### src/design/dbpp_div.sv
// Restoring unsigned divider, one quotient bit per cycle.
// Depends on nothing.
`default_nettype none
module dbpp_div #(
  parameter int unsigned NumW = 33,
  parameter int unsigned DenW = 25
) (
  input  wire logic            clk_i,
  input  wire logic            rst_ni,
  input  wire logic            start_i,
  input  wire logic [NumW-1:0] num_i,
  input  wire logic [DenW-1:0] den_i,
  output logic                 done_o,
  output logic [NumW-1:0]      quot_o
);
  localparam int unsigned CntW = $clog2(NumW + 1);
  logic [NumW-1:0] quot_q, quot_d;
  logic [DenW:0]   rem_q, rem_d;
  logic [DenW-1:0] den_q;
  logic [CntW-1:0] cnt_q, cnt_d;
  logic            busy_q, busy_d;
  logic [DenW:0]   trial;
  logic            fits;
  logic [DenW:0]   rem_step;
  logic [NumW-1:0] quot_step;

  always_comb begin
    // shift in one bit, subtract when it fits
    trial     = {rem_q[DenW-1:0], quot_q[NumW-1]};
    fits      = (trial >= {1'b0, den_q});
    rem_step  = fits ? (trial - {1'b0, den_q}) : trial;
    quot_step = {quot_q[NumW-2:0], fits};
    quot_d = quot_q;
    rem_d  = rem_q;
    cnt_d  = cnt_q;
    busy_d = busy_q;
    if (start_i) begin
      quot_d = num_i;
      rem_d  = '0;
      cnt_d  = CntW'(NumW);
      busy_d = 1'b1;
    end else if (busy_q) begin
      rem_d  = rem_step;
      quot_d = quot_step;
      cnt_d  = cnt_q - CntW'(1);
      if (cnt_q == CntW'(1)) busy_d = 1'b0;
    end
  end

  always_ff @(posedge clk_i or negedge rst_ni) begin
    if (!rst_ni) begin
      busy_q <= 1'b0;
      cnt_q  <= '0;
    end else begin
      busy_q <= busy_d;
      cnt_q  <= cnt_d;
    end
  end

  always_ff @(posedge clk_i) begin
    quot_q <= quot_d;
    rem_q  <= rem_d;
    if (start_i) den_q <= den_i;
  end

  // final quotient is valid in the done cycle, even when a new divide starts
  assign done_o = busy_q && (cnt_q == CntW'(1));
  assign quot_o = quot_step;
endmodule
`default_nettype wire

### config.mk
export PLATFORM = sky130hd
export DESIGN_NAME = dbpp_div
export DESIGN_NICKNAME = d
export VERILOG_FILES = /design/src/design/dbpp_div.sv
export SDC_FILE = /design/constraint.sdc
export NUM_CORES = 1
export LEC_CHECK = 0
export BUFFER_PORTS_ARGS = -buffer_cell sky130_fd_sc_hd__buf_2
export CORE_ASPECT_RATIO = 0.75
export CORE_MARGIN = 4
export CORE_UTILIZATION = 63
export CTS_BUF_LIST = sky130_fd_sc_hd__clkbuf_2 sky130_fd_sc_hd__clkbuf_4 sky130_fd_sc_hd__clkbuf_8
export CTS_CLUSTER_DIAMETER = 60
export DETAILED_ROUTE_END_ITERATION = 7
export GPL_ROUTABILITY_DRIVEN = 0
export PLACE_DENSITY = 0.91
export SLEW_MARGIN = 10
export SYNTH_ARGS = -nofsm -noshare
export SYNTH_HDL_FRONTEND = slang
export SYNTH_SLANG_ARGS = --single-unit
### constraint.sdc
create_clock -name clk_i -period 6.7 [get_ports clk_i]
set_input_delay 1.34 -clock clk_i [delete_from_list [all_inputs] [get_ports clk_i]]
set_output_delay 1.34 -clock clk_i [all_outputs]
set_load 0.05 [all_outputs]
# Word level (Yosys, flattened, before mapping)
# Index checks and enable logic that the tools add are counted.
# op_classes
n_addsub	2
mul	0
n_div	0
magnitude_cmp	1
eq_ne	1
shifts	0
mux	8
n_bitwise	0
reduce_logical	2
# op_table
op	count
33-bit 2-to-1 mux	2
26-bit by 25-bit >= comparator with 1-bit output	1
25-bit 2-to-1 mux	1
25-bit subtractor	1
6-bit 2-to-1 mux	2
6-bit by 1-bit == test with 1-bit output (second input constant)	1
6-bit by 1-bit subtractor with 6-bit output (second input constant)	1
1-bit 2-to-1 mux	3
2-bit nonzero test	1
1-bit logical AND	1
# word_totals
register_bits	90
latchBits	0
mem_bits_rw	0
rom_bits	0
in_bits	61
out_inout_bits	34
elab_cells	19
memories	0

# Longest topological paths before layout
# Gate-level depths: netlist of the first run.
# logic_depth
ltp_word	4
mapped_depth	14
mapped_depth_nobuf	13

# Least setup slack after synthesis of the first run
# Ideal clock, no wire load.
# synth_path
path_kind	flip-flop to output port
start	register quot_q[32]
end	output port quot_o[0]
arrival_ns	2.729
required_time_ns	5.360
slack_ns	2.631
path_stages_with_launch	14
n_path_buf	2
cell_sequence	edfxtp_1 inv_1 ha_1 inv_1 fa_1 a21oi_1 o22a_1 o211ai_2 a311o_2 o21a_4 a21boi_4 inv_4 buf_6 buf_4
# synth_via
elab_chain_len	1
# synth_lines
element	line	source
start, declared	17	logic [NumW-1:0] quot_q, quot_d;
start signal, assigned	61	quot_q <= quot_d;
26-bit by 25-bit >= comparator with 1-bit output	30	fits = (trial >= {1'b0, den_q});
end, declared	14	output logic [NumW-1:0] quot_o
# No other way between the ends.

# Worst setup path after layout of the first run
# Ends and elaborated chain as after synthesis.

==> results.md, run 1 <==
- # hold bufs at CTS: 0
- Fillers: about 570
- Count of different cell masters after synthesis: 60
- Worst Min Path Start: rem_q[16]$_SDFFE_PP0P_
- Vias: ~3800
- Clock network power share: about 16%
- Max_cap viols: 0
- Syn Inst Count: slightly below 500
- Internal power: around 1.4 mW
- Cts repair resizes: 0
- CTS root buffer: clkbuf_8
- Crit Path Class: reg2out
- Final period util: about three quarters
- Flop pwr share: roughly a third
- P per Cell Area: 411 nW/um2
- Final hold viol count: 0
- Cell type with the largest total area after synthesis: edfxtp_1
- Count leader, synth: edfxtp_1
- Maximum achievable frequency: roughly 200 MHz
- Synth top area share: 33.2%
- Sw power: just under 1 mW
- Die width: between 100 and 150 um
- Setup bufs post-CTS: 0
- Detail Placement HPWL: approximately 8100 um
- Hold slack: ~500 ps
- Status: complete, no violations
- Reg area: 2420 um2
- Core footprint: between 7000 and 8000 um2
- Sw Ratio: 42.1%
- Yosys reg bits: 90
- Count of pins over their slew limit: 0
- Drt pass-1 iters: 5
- CTS max path bufs: 2
- Slew Limit Headroom: between 50% and 60%
- Synth Flop Type: edfxtp_1
- Die footprint: ~9900 um2
- Initial Util: between 60% and 70%
- Data required time of the worst path: about 5400 ps
- Routed length per placed instance: 16.9 um
- Worst slew pin tran: a little over 700 ps
- CP Max Fanout: 22
- Htree depth: 3
- Initial antenna violation count: 0
- Global route total overflow: 0
- First-pass GRT wire length: 18000 um
- Layout area overhead: 9.47%
- Crit path DAT: 3660 ps
- RSZ-0062 raised after global routing: no
- Synth Cell Area: about 5200 um2
- CTS clk-pin slew, worst paths: approximately 90 ps
- DRC: 0
- Syn avg cell area: approximately 11 um2
- Layout cell share with drive strength beyond 1: between 20% and 30%
- Vias in the first global route: around 3700
- CP endpoint kind: output port
- Die height: a little under 90 um
- # rows: 28
- Total track usage: around 23%
- Setup violators final: 0
- Final wirelength: 11100 um
- Worst Skew: between 15 and 20 ps
- Worst-Skew Late Latency: between 300 and 400 ps
- I/O pin cnt: between 90 and 100
- Fin Setup TNS: 0 ps
- Comb power frac: ~50%
- Port bufs: 94
- Syn nets: about 570
- Multi-input gate area: 2350 um2
- Final nets: 633
- Leakage dissipation: around 2.6 nW
- Peak VDD IR: between 0.0002 and 0.00025 V
- Startpoint types: flop
- Top cells by area, synth: edfxtp_1, dfxtp_1, mux2_2
- ANT cells: 0
- Sequential area share after synthesis: between 40 and 50%
- CTS sink count: 90
- FF-to-FF Start: quot_q[32]$_DFFE_PP_
- CP Launch Point: quot_q[32]$_DFFE_PP_
- Fin crit period: 5000 ps
- Antenna-violating nets left: 0
- CTS tree: built
- CTS buffer count: 9
- Number of synthesized flops with an enable pin: 58
- Via density: approximately 5.8
- DR iter-0 viols: 216
- Ranking of synthesized cells by instance count: edfxtp_1, inv_1, nor2_1, mux2_2, buf_4
- Post-synth ARST share: 7.78%
- Pin count of the biggest net entering global routing: 43
- Tightest Hold Check Type: reg2reg
- Yosys Warn Count: 0
- Design Power: ~2.4 mW
==> layer usage <==
layer | up-vias | part of all wire [%] | global-route usage [%]
met2 | 152 | 48 | 37.2
li1 | 1828 | - | -
met1 | 1806 | 43 | 30.9
met3 | 22 | 7.2 | 6.18
met5 | - | 0 | 0
met4 | 0 | 1.6 | 6.33
==> path summary, 6_finish.rpt <==
check                                         end  slack [ps]  depth (start not counted)
max reg2reg                   quot_q[0]$_DFFE_PP_        3120                         12
min                        rem_q[16]$_SDFFE_PP0P_         490                          2
min reg2reg                rem_q[16]$_SDFFE_PP0P_         490                          2
max                                     quot_o[0]        1700                         12
min in group asynchronous    cnt_q[0]$_DFFE_PN0P_         780                          1
max in group asynchronous        busy_q$_DFF_PN0_        5740                          1
==> per-stage QoR <==
step	cells	setup slack (ps)	instance area [um2]	util [%]
2_1_floorplan	484	2630	5250	-
3_3_place_gp	638	2250	5540	69.3
3_5_place_dp	638	2160	5540	69.3
4_1_cts	654	1740	5740	71.9
5_1_grt	654	1530	5740	71.9
6_report	654	1700	5740	71.9
==> critical path: stages, from the launching register on <==
cell and delay, ps:
edfxtp_1 420, inv_1 80, ha_1 160, inv_1 50, fa_1 410, a21oi_1 240, o22a_1 210, o211ai_2 140
a311o_2 460, o21a_4 230, a21boi_4 370, inv_4 240, buf_2 280
==> power groups by stage <==
stage	Combinational (mW)	Sequential, mW	Clock (mW)
finish	1.15	0.833	0.381
CTS	1.13	0.832	0.387
global route	1.24	0.851	0.414
detailed placement	1.13	0.841	0
global placement	1.08	0.833	0
floorplan	0.995	0.817	0
==> flip-flops by register name, summed over array words and instances, names as in the netlist <==
name    flops
quot_q     33
den_q      25
rem_q      25
cnt_q       6
busy_q      1
==> layout make-up <==
class	count	area share [%]
clock buffers	10	2.40
repair buffers	98	8.72
flip-flops and latches	90	42.1
well taps	105	2.29
multi-input cells	308	40.9
inverters	37	2.46
clock inverters	6	1.15
==> cells in the final DEF (no fill, tap or decap), types with 17 or more instances in the layout <==
cell type,synthesis,final
a21oi_1,23,23
inv_1,35,35
edfxtp_1,58,58
mux2_2,34,34
nand2_1,32,32
mux2i_1,17,17
ha_1,27,27
buf_2,1,94
nor2_1,35,35
dfxtp_1,25,25
==> cells by family after synthesis <==
kind of cell,Yosys count,synth area share [%]
multiplexers,51,10.5
buffers and inverters,86,9.16
XOR/XNOR,25,4.17
flip-flops,90,46.1
AO/OA/AOI/OAI,101,14.1
AND/OR/NAND/NOR,103,9.16
adder cells (fa/ha/maj),28,6.82
No activity file was read; power rests on OpenSTA's default activity.
==> run 2, diff against run 1 <==
--- a/config.mk
+++ b/config.mk
@@ -5,15 +5,16 @@
 export SDC_FILE = /design/constraint.sdc
 export NUM_CORES = 1
 export LEC_CHECK = 0
+export ABC_AREA = 1
 export BUFFER_PORTS_ARGS = -buffer_cell sky130_fd_sc_hd__buf_2
 export CORE_ASPECT_RATIO = 0.75
 export CORE_MARGIN = 4
-export CORE_UTILIZATION = 63
+export CORE_UTILIZATION = 59
 export CTS_BUF_LIST = sky130_fd_sc_hd__clkbuf_2 sky130_fd_sc_hd__clkbuf_4 sky130_fd_sc_hd__clkbuf_8
 export CTS_CLUSTER_DIAMETER = 60
 export DETAILED_ROUTE_END_ITERATION = 7
 export GPL_ROUTABILITY_DRIVEN = 0
-export PLACE_DENSITY = 0.91
+export PLACE_DENSITY = 0.85
 export SLEW_MARGIN = 10
 export SYNTH_ARGS = -nofsm -noshare
 export SYNTH_HDL_FRONTEND = slang
==> constraint.sdc (replaced) <==
create_clock -name clk_i -period 5.2 [get_ports clk_i]
set_input_delay 1.04 -clock clk_i [delete_from_list [all_inputs] [get_ports clk_i]]
set_output_delay 1.04 -clock clk_i [all_outputs]
set_load 0.05 [all_outputs]
==> run 2 against run 1 <==
  * Flip-flop and latch count unchanged
  * Global-route usage is 0.59 points higher
  * Via count is 38% higher
  * Synthesized cell count increased by 76%
  * Highest routed layer unchanged
  * Cell area increased by 14%
  * Combinational power up 50%
  * Sequential share of layout area decreased by 5.2 points
==> results.md, run 2 <==
- Status: complete, no violations
- Most flops, register: quot_q
- Startpoint types: flop
- Yosys Warn Count: 0 (unchanged)
- CP Max Fanout: 27 (+23%)
- Layout area overhead: 9.36%
- CTS clk-pin slew, worst paths: 90 ps (about the same)
- Synth Flop Type: edfxtp_1
- Worst reg2reg endpoint: quot_q[0]$_DFFE_PP_
- Worst Skew: 15.8 ps (-1.73 ps)
- Fin crit period: 4140 ps
- Final period util: about four fifths
- Syn avg cell area: 7.03 um2 (-35%)
- CTS root buffer: clkbuf_8
- Final wirelength: 13500 um (+22%)
- # rows: 31 (+11%)
- Critical path's largest stage delay: 550 ps (+90 ps)
- Tightest Hold Check Type: reg2reg
- Worst slew pin tran: 653 ps (-67.3 ps)
- Layout cell share with drive strength beyond 1: 14.0% (-15 points)
- Most frequent cells in the layout: nand2_1, inv_1, buf_2
- Cell type with the largest total area after synthesis: edfxtp_1
- Peak VDD IR: 0.000250 V (+12%)
- Number of synthesized flops with an enable pin: 58 (unchanged)
- CP Buf/Inv Count: 3 (-1)
- Vias: 5249 (+38%)
- Max_cap viols: 0 (unchanged)
- ANT cells: 0 (unchanged)
- Hold path endpoint: rem_q[1]$_SDFFE_PP0P_
- Leakage dissipation: 3.66 nW (+43%)
- Crit Path Class: reg2out
- Die width: 124 um (+9.7%)
- Detail Placement HPWL: 9850 um (+22%)
- I/O pin cnt: 95 (unchanged)
- CTS buffer count: 9 (unchanged)
- Setup violators final: 0 (unchanged)
- CTS tree: built
- FF-to-FF Start: quot_q[32]$_DFFE_PP_
- CP endpoint kind: output port
- Count leader, synth: nand2_1
- CTS sink count: 90 (unchanged)
- Via density: 5.01 (-14%)
- Maximum achievable frequency: roughly 240 MHz
- Synth Cell Area: 5990 um2 (+14%)
- # hold bufs at CTS: 0 (unchanged)
- Antenna-violating nets left: 0 (unchanged)
- Final nets: 999 (+58%)
- CP cell instances: inv_1 > ha_1 > nand2_1 > nor2_1 > nand2_1 > inv_1 > nand3_2 > nand3_4 > buf_2
- Syn Inst Count: 852 (+76%)
- Critical path's slowest cell: nand3_4
- Crit path DAT: 3100 ps (-560 ps)
- CTS max path bufs: 2 (unchanged)
- Routed length per placed instance: 12.9 um (-24%)
- Data required time of the worst path: 4160 ps (-1200 ps)
- Setup bufs post-CTS: 0 (unchanged)
- Fin Setup TNS: 0 ps (unchanged)
- Post-synth ARST share: 7.78% (unchanged)
- Largest register FFs: 33 (unchanged)
- Slew Limit Headroom: 56.4% (+4.6 points)
- Final hold viol count: 0 (unchanged)
- Vias in the first global route: 4696 (+26%)
- Yosys reg bits: 90 (unchanged)
- Total track usage: 23.6% (+0.59 points)
- DR iter-0 viols: 579 (+170%)
- Htree depth: 3 (unchanged)
- Drt pass-1 iters: 5 (unchanged)
- Core footprint: 9770 um2 (+22%)
- Count of different cell masters after synthesis: 31 (-48%)
- P per Cell Area: 503 nW/um2 (+22%)
- Fillers: 871 (+54%)
- Hold Path Cell Cnt: 2 (unchanged)
- Top cells by area, synth: edfxtp_1, nand2_1, inv_1
- Top Family by Delay on Critical Path: simple AND/OR/NAND/NOR gates
- Ranking of synthesized cells by instance count: nand2_1, inv_1, edfxtp_1, nand3_1
- Pin count of the biggest net entering global routing: 48 (+12%)
- Synth top area share: 29.1% (-4.1 points)
- Die height: 95.3 um (+9.5%)
- Global route total overflow: 0 (unchanged)
- Reg2Reg Depth: 10 (-2)
- Most common cell after layout, fill and taps aside: nand2_1
- Worst Slack Setup Final: 1060 ps (-645 ps)
- Die footprint: 11800 um2 (+20%)
- Worst-Skew Late Latency: 370 ps (about the same)
- Initial antenna violation count: 0 (unchanged)
- DRC: 0 (unchanged)
- Worst Min Path Start: rem_q[1]$_SDFFE_PP0P_
- Flop-to-flop setup slack: 2350 ps (-770 ps)
- Sequential area share after synthesis: 40.4% (-5.7 points)
- Setup WS pre-CTS: 1480 ps (-686 ps)
- Initial Util: 61.3% (-4.4 points)
- RSZ-0062 raised after global routing: no
- Cts repair resizes: 0 (unchanged)
- First-pass GRT wire length: 22900 um (+28%)
- Syn nets: 941 (+64%)
- Largest regs: quot_q x33, den_q x25, rem_q x25
- Count of pins over their slew limit: 0 (unchanged)
- Port bufs: 94 (unchanged)
run 2: worst max-delay path by stage:
stage | start | endpoint | slack [ps] | cells past startpoint
after detailed placement | quot_q[32]$_DFFE_PP_ | quot_o[0] | 1480 | 9
after CTS | quot_q[32]$_DFFE_PP_ | quot_o[0] | 1070 | 9
final | den_q[13]$_DFFE_PP_ | quot_o[0] | 1060 | 9
after floorplan | quot_q[32]$_DFFE_PP_ | quot_o[0] | 2290 | 10
after global placement | quot_q[32]$_DFFE_PP_ | quot_o[0] | 1580 | 9
after global routing | den_q[15]$_DFFE_PP_ | quot_o[0] | 850 | 9
run 2: cells by family (layout without fill, tap and decap cells):
group                    Yosys count  after routing  synth area share, %
AND/OR/NAND/NOR                  500            500                 34.9
flip-flops                        90             90                 40.4
AO/OA/AOI/OAI                     22             22                 2.09
XOR/XNOR                          11             11                 1.61
buffers and inverters            201            264                 15.0
adder cells (fa/ha/maj)           28             28                 5.98
run 2: layer usage:
metal  vias to the layer above  share of wire (%)  GRT usage, %
met5                         -                  0             0
met4                         0                1.6          6.84
met3                        22                8.9          5.04
met2                       216                 41          34.4
met1                      2293                 48          35.3
li1                       2718                  -             -
run 2: final cells by class:
class                           count  area (um2)  share of cell area, %
Tap cell                          132         165                   2.52
Clock buffer                       10         131                   2.01
Timing Repair Buffer               99         508                   7.76
Sequential cell                    90        2420                   36.9
Inverter                          149         559                   8.54
Multi-Input combinational cell    561        2670                   40.8
Clock inverter                      6        97.6                   1.49
run 2: worst min-delay path, cell delays in order, from the launching register on:
cell and delay (ps):
dfxtp_1 330, nand2_1 60, nand2_1 40
run 2: power breakdown:
group,switching (mW),total (mW),internal (mW)
Sequential,0.104,1.03,0.926
Clock,0.268,0.551,0.283
Combinational,1.15,1.72,0.568
Total,1.52,3.30,1.78
run 2: stage by stage:
stage,area [um2],util [%],hold slack [ps],total power [mW],instances
after floorplan,5990,-,440,2.43,852
after global placement,6320,64.7,459,2.69,1031
after detailed placement,6320,64.7,465,2.72,1031
after CTS,6550,67.0,477,3.28,1047
after global routing,6550,67.0,473,3.58,1047
final,6550,67.0,479,3.30,1047
==> run 3, diff against run 2 <==
==> constraint.sdc (replaced) <==
create_clock -name clk_i -period 4.2 [get_ports clk_i]
set_input_delay 0.84 -clock clk_i [delete_from_list [all_inputs] [get_ports clk_i]]
set_output_delay 0.84 -clock clk_i [all_outputs]
set_load 0.05 [all_outputs]
==> run 3 against run 2 <==
  * Die area unchanged
  * Sequential power rose by 24%
  * Flip-flop and latch count is the same
  * Power increased by 25%
  * Setup slack lost 400 ps
  * Clock power increased by 23%
  * Cell count up 0.38%
  * Utilization grew 0.26 points
  * Critical endpoint unchanged
  * Critical path type unchanged
  * Largest power group unchanged
  * First-iteration DRC count is 19% lower
==> results.md, run 3 (synthesis gave the netlist of run 2 again) <==
- Clock network power share: 16.5% (-0.2 points)
- I/O pin cnt: 95 (unchanged)
- CTS max path bufs: 2 (unchanged)
- Most flops, register: quot_q
- Detail Placement HPWL: 10200 um (+3.3%)
- Layout cell share with drive strength beyond 1: 14.3% (+0.27 points)
- Setup bufs post-CTS: 0 (unchanged)
- Initial antenna violation count: 0 (unchanged)
- Final hold viol count: 0 (unchanged)
- Vias: 5354 (+2.0%)
- Htree depth: 3 (unchanged)
- CTS sink count: 90 (unchanged)
- Largest register FFs: 33 (unchanged)
- Most frequent cells in the layout: nand2_1, inv_1, buf_2
- # hold bufs at CTS: 0 (unchanged)
- ANT cells: 0 (unchanged)
- Internal power: 2.20 mW (+24%)
- Hold slack: 276 ps (-203 ps)
- Slew Limit Headroom: 59.1% (+2.7 points)
- DRC: 0 (unchanged)
- Leakage dissipation: 3.67 nW (+0.50%)
- Final wirelength: 13900 um (+2.7%)
- Final period util: a little over four fifths
- Peak VDD IR: 0.000379 V (+51%)
- Met1 Usage GRT: 34.3% (-0.99 points)
- CTS clk-pin slew, worst paths: 90 ps (about the same)
- Drt pass-1 iters: 5 (unchanged)
- Cts repair resizes: 0 (unchanged)
- Placed Cells incl. Taps: 1035 (+0.39%)
- CP Launch Point: quot_q[32]$_DFFE_PP_
- CP Max Fanout: 26 (-3.7%)
- Most common cell after layout, fill and taps aside: nand2_1
- Setup violators final: 0 (unchanged)
- P per Cell Area: 625 nW/um2 (+24%)
- Worst slew pin tran: 612 ps (-41.4 ps)
- Largest regs: quot_q x33, den_q x25, rem_q x25
- DR iter-0 viols: 469 (-19%)
- Fin Setup TNS: 0 ps (unchanged)
- Die width: 124 um (unchanged)
- Reg2Reg Depth: 11 (+1)
- Initial Util: 61.3% (unchanged)
- Met2 Use GR: 36.7% (+2.4 points)
- Setup WS pre-CTS: 1120 ps (-362 ps)
- Sw Ratio: 46.4% (+0.34 points)
- Pin count of the biggest net entering global routing: 45 (-6.3%)
- Worst-Skew Late Latency: 380 ps (about the same)
- Startpoint types: flop
- Final nets: 1003 (+0.40%)
- GRT Max-Usage Layer: met2
- Die height: 95.3 um (unchanged)
- Routed length per placed instance: 13.2 um (+2.3%)
- First-pass GRT wire length: 23100 um (+0.87%)
- CTS buffer count: 9 (unchanged)
- Layout area overhead: 9.78%
- Via density: 5.09 (+1.6%)
- Post-layout util: 67.3% (+0.26 points)
- RSZ-0062 raised after global routing: no
- Worst Slack Setup Final: 661 ps (-398 ps)
- Sw power: 1.91 mW (+26%)
- Max_cap viols: 0 (unchanged)
- Fin crit period: 3540 ps
- Comb power frac: 52.5% (+0.4 points)
- Global route total overflow: 0 (unchanged)
- CTS root buffer: clkbuf_8
- Routing usage on met3: 5.49% (+0.45 points)
- Worst Skew: 10.8 ps (-4.98 ps)
- Crit path DAT: 2700 ps (-400 ps)
- Core footprint: 9770 um2 (unchanged)
- Crit Path Class: reg2out
- Die footprint: 11800 um2 (unchanged)
- Antenna-violating nets left: 0 (unchanged)
- CP endpoint kind: output port
- Status: complete, no violations
- Data required time of the worst path: 3360 ps (-800 ps)
- Vias in the first global route: 4905 (+4.5%)
- Flop pwr share: 31.0% (-0.2 points)
- FF-to-FF Start: quot_q[32]$_DFFE_PP_
- Total track usage: 24.1% (+0.56 points)
- Count of pins over their slew limit: 0 (unchanged)
- Port bufs: 94 (unchanged)
- Maximum achievable frequency: roughly 280 MHz
- # rows: 31 (unchanged)
- Layout Cells excl Fill: 1051 (+0.38%)
- Tightest Hold Check Type: in2async
- CTS tree: built
==> run 3: changes by cell type in the layout (fill, tap and decap cells not counted), sizes merged <==
cell    delta
buf        +4
clkbuf     -1
inv        +1
==> run 3: per-layer routing <==
| layer | share of wire, % | wire [um] |
|---|---|---|
| met1 | 48 | 6620 |
| met3 | 8.1 | 1130 |
| met5 | 0 | 0 |
| met2 | 42 | 5900 |
| met4 | 1.8 | 247 |
==> run 3: worst max-delay path, stage by stage, from the launching register on <==
cell	delay, ps
edfxtp_1	360
inv_1	90
ha_1	150
inv_1	80
fa_1	440
nand3_1	120
nand3_1	180
nand2_2	520
nand3_4	130
buf_2	240
==> run 3: worst paths after layout <==
check / to / slack, ps
max: quot_o[0] / 660
min: cnt_q[0]$_DFFE_PN0P_ / 280
max reg2reg: quot_q[0]$_DFFE_PP_ / 1470
min reg2reg: rem_q[18]$_SDFFE_PP0P_ / 480
max in group asynchronous: cnt_q[2]$_DFFE_PN0P_ / 3770
min in group clk_i: rem_q[18]$_SDFFE_PP0P_ / 480
==> run 3: cell type report <==
type                       count  area, um2
fill                         863       3200
multi-input combinational    561       2670
sequential                    90       2420
inverter                     149        559
timing repair buffer         103        538
tap                          132        165
clock buffer                   9        124
clock inverter                 7        100
==> run 3: power by group through the flow <==
stage	combinational [mW]	sequential (mW)	clock, mW
6_report	2.16	1.28	0.676
5_1_grt	2.43	1.30	0.725
4_1_cts	2.13	1.27	0.689
3_5_place_dp	2.11	1.29	0
3_3_place_gp	2.07	1.28	0
2_1_floorplan	1.75	1.26	0
==> run 3: per-stage QoR <==
step	cell area (um2)	power, mW
2_1_floorplan	5990	3.01
3_3_place_gp	6350	3.35
3_5_place_dp	6350	3.40
4_1_cts	6570	4.09
5_1_grt	6570	4.45
6_report	6570	4.11
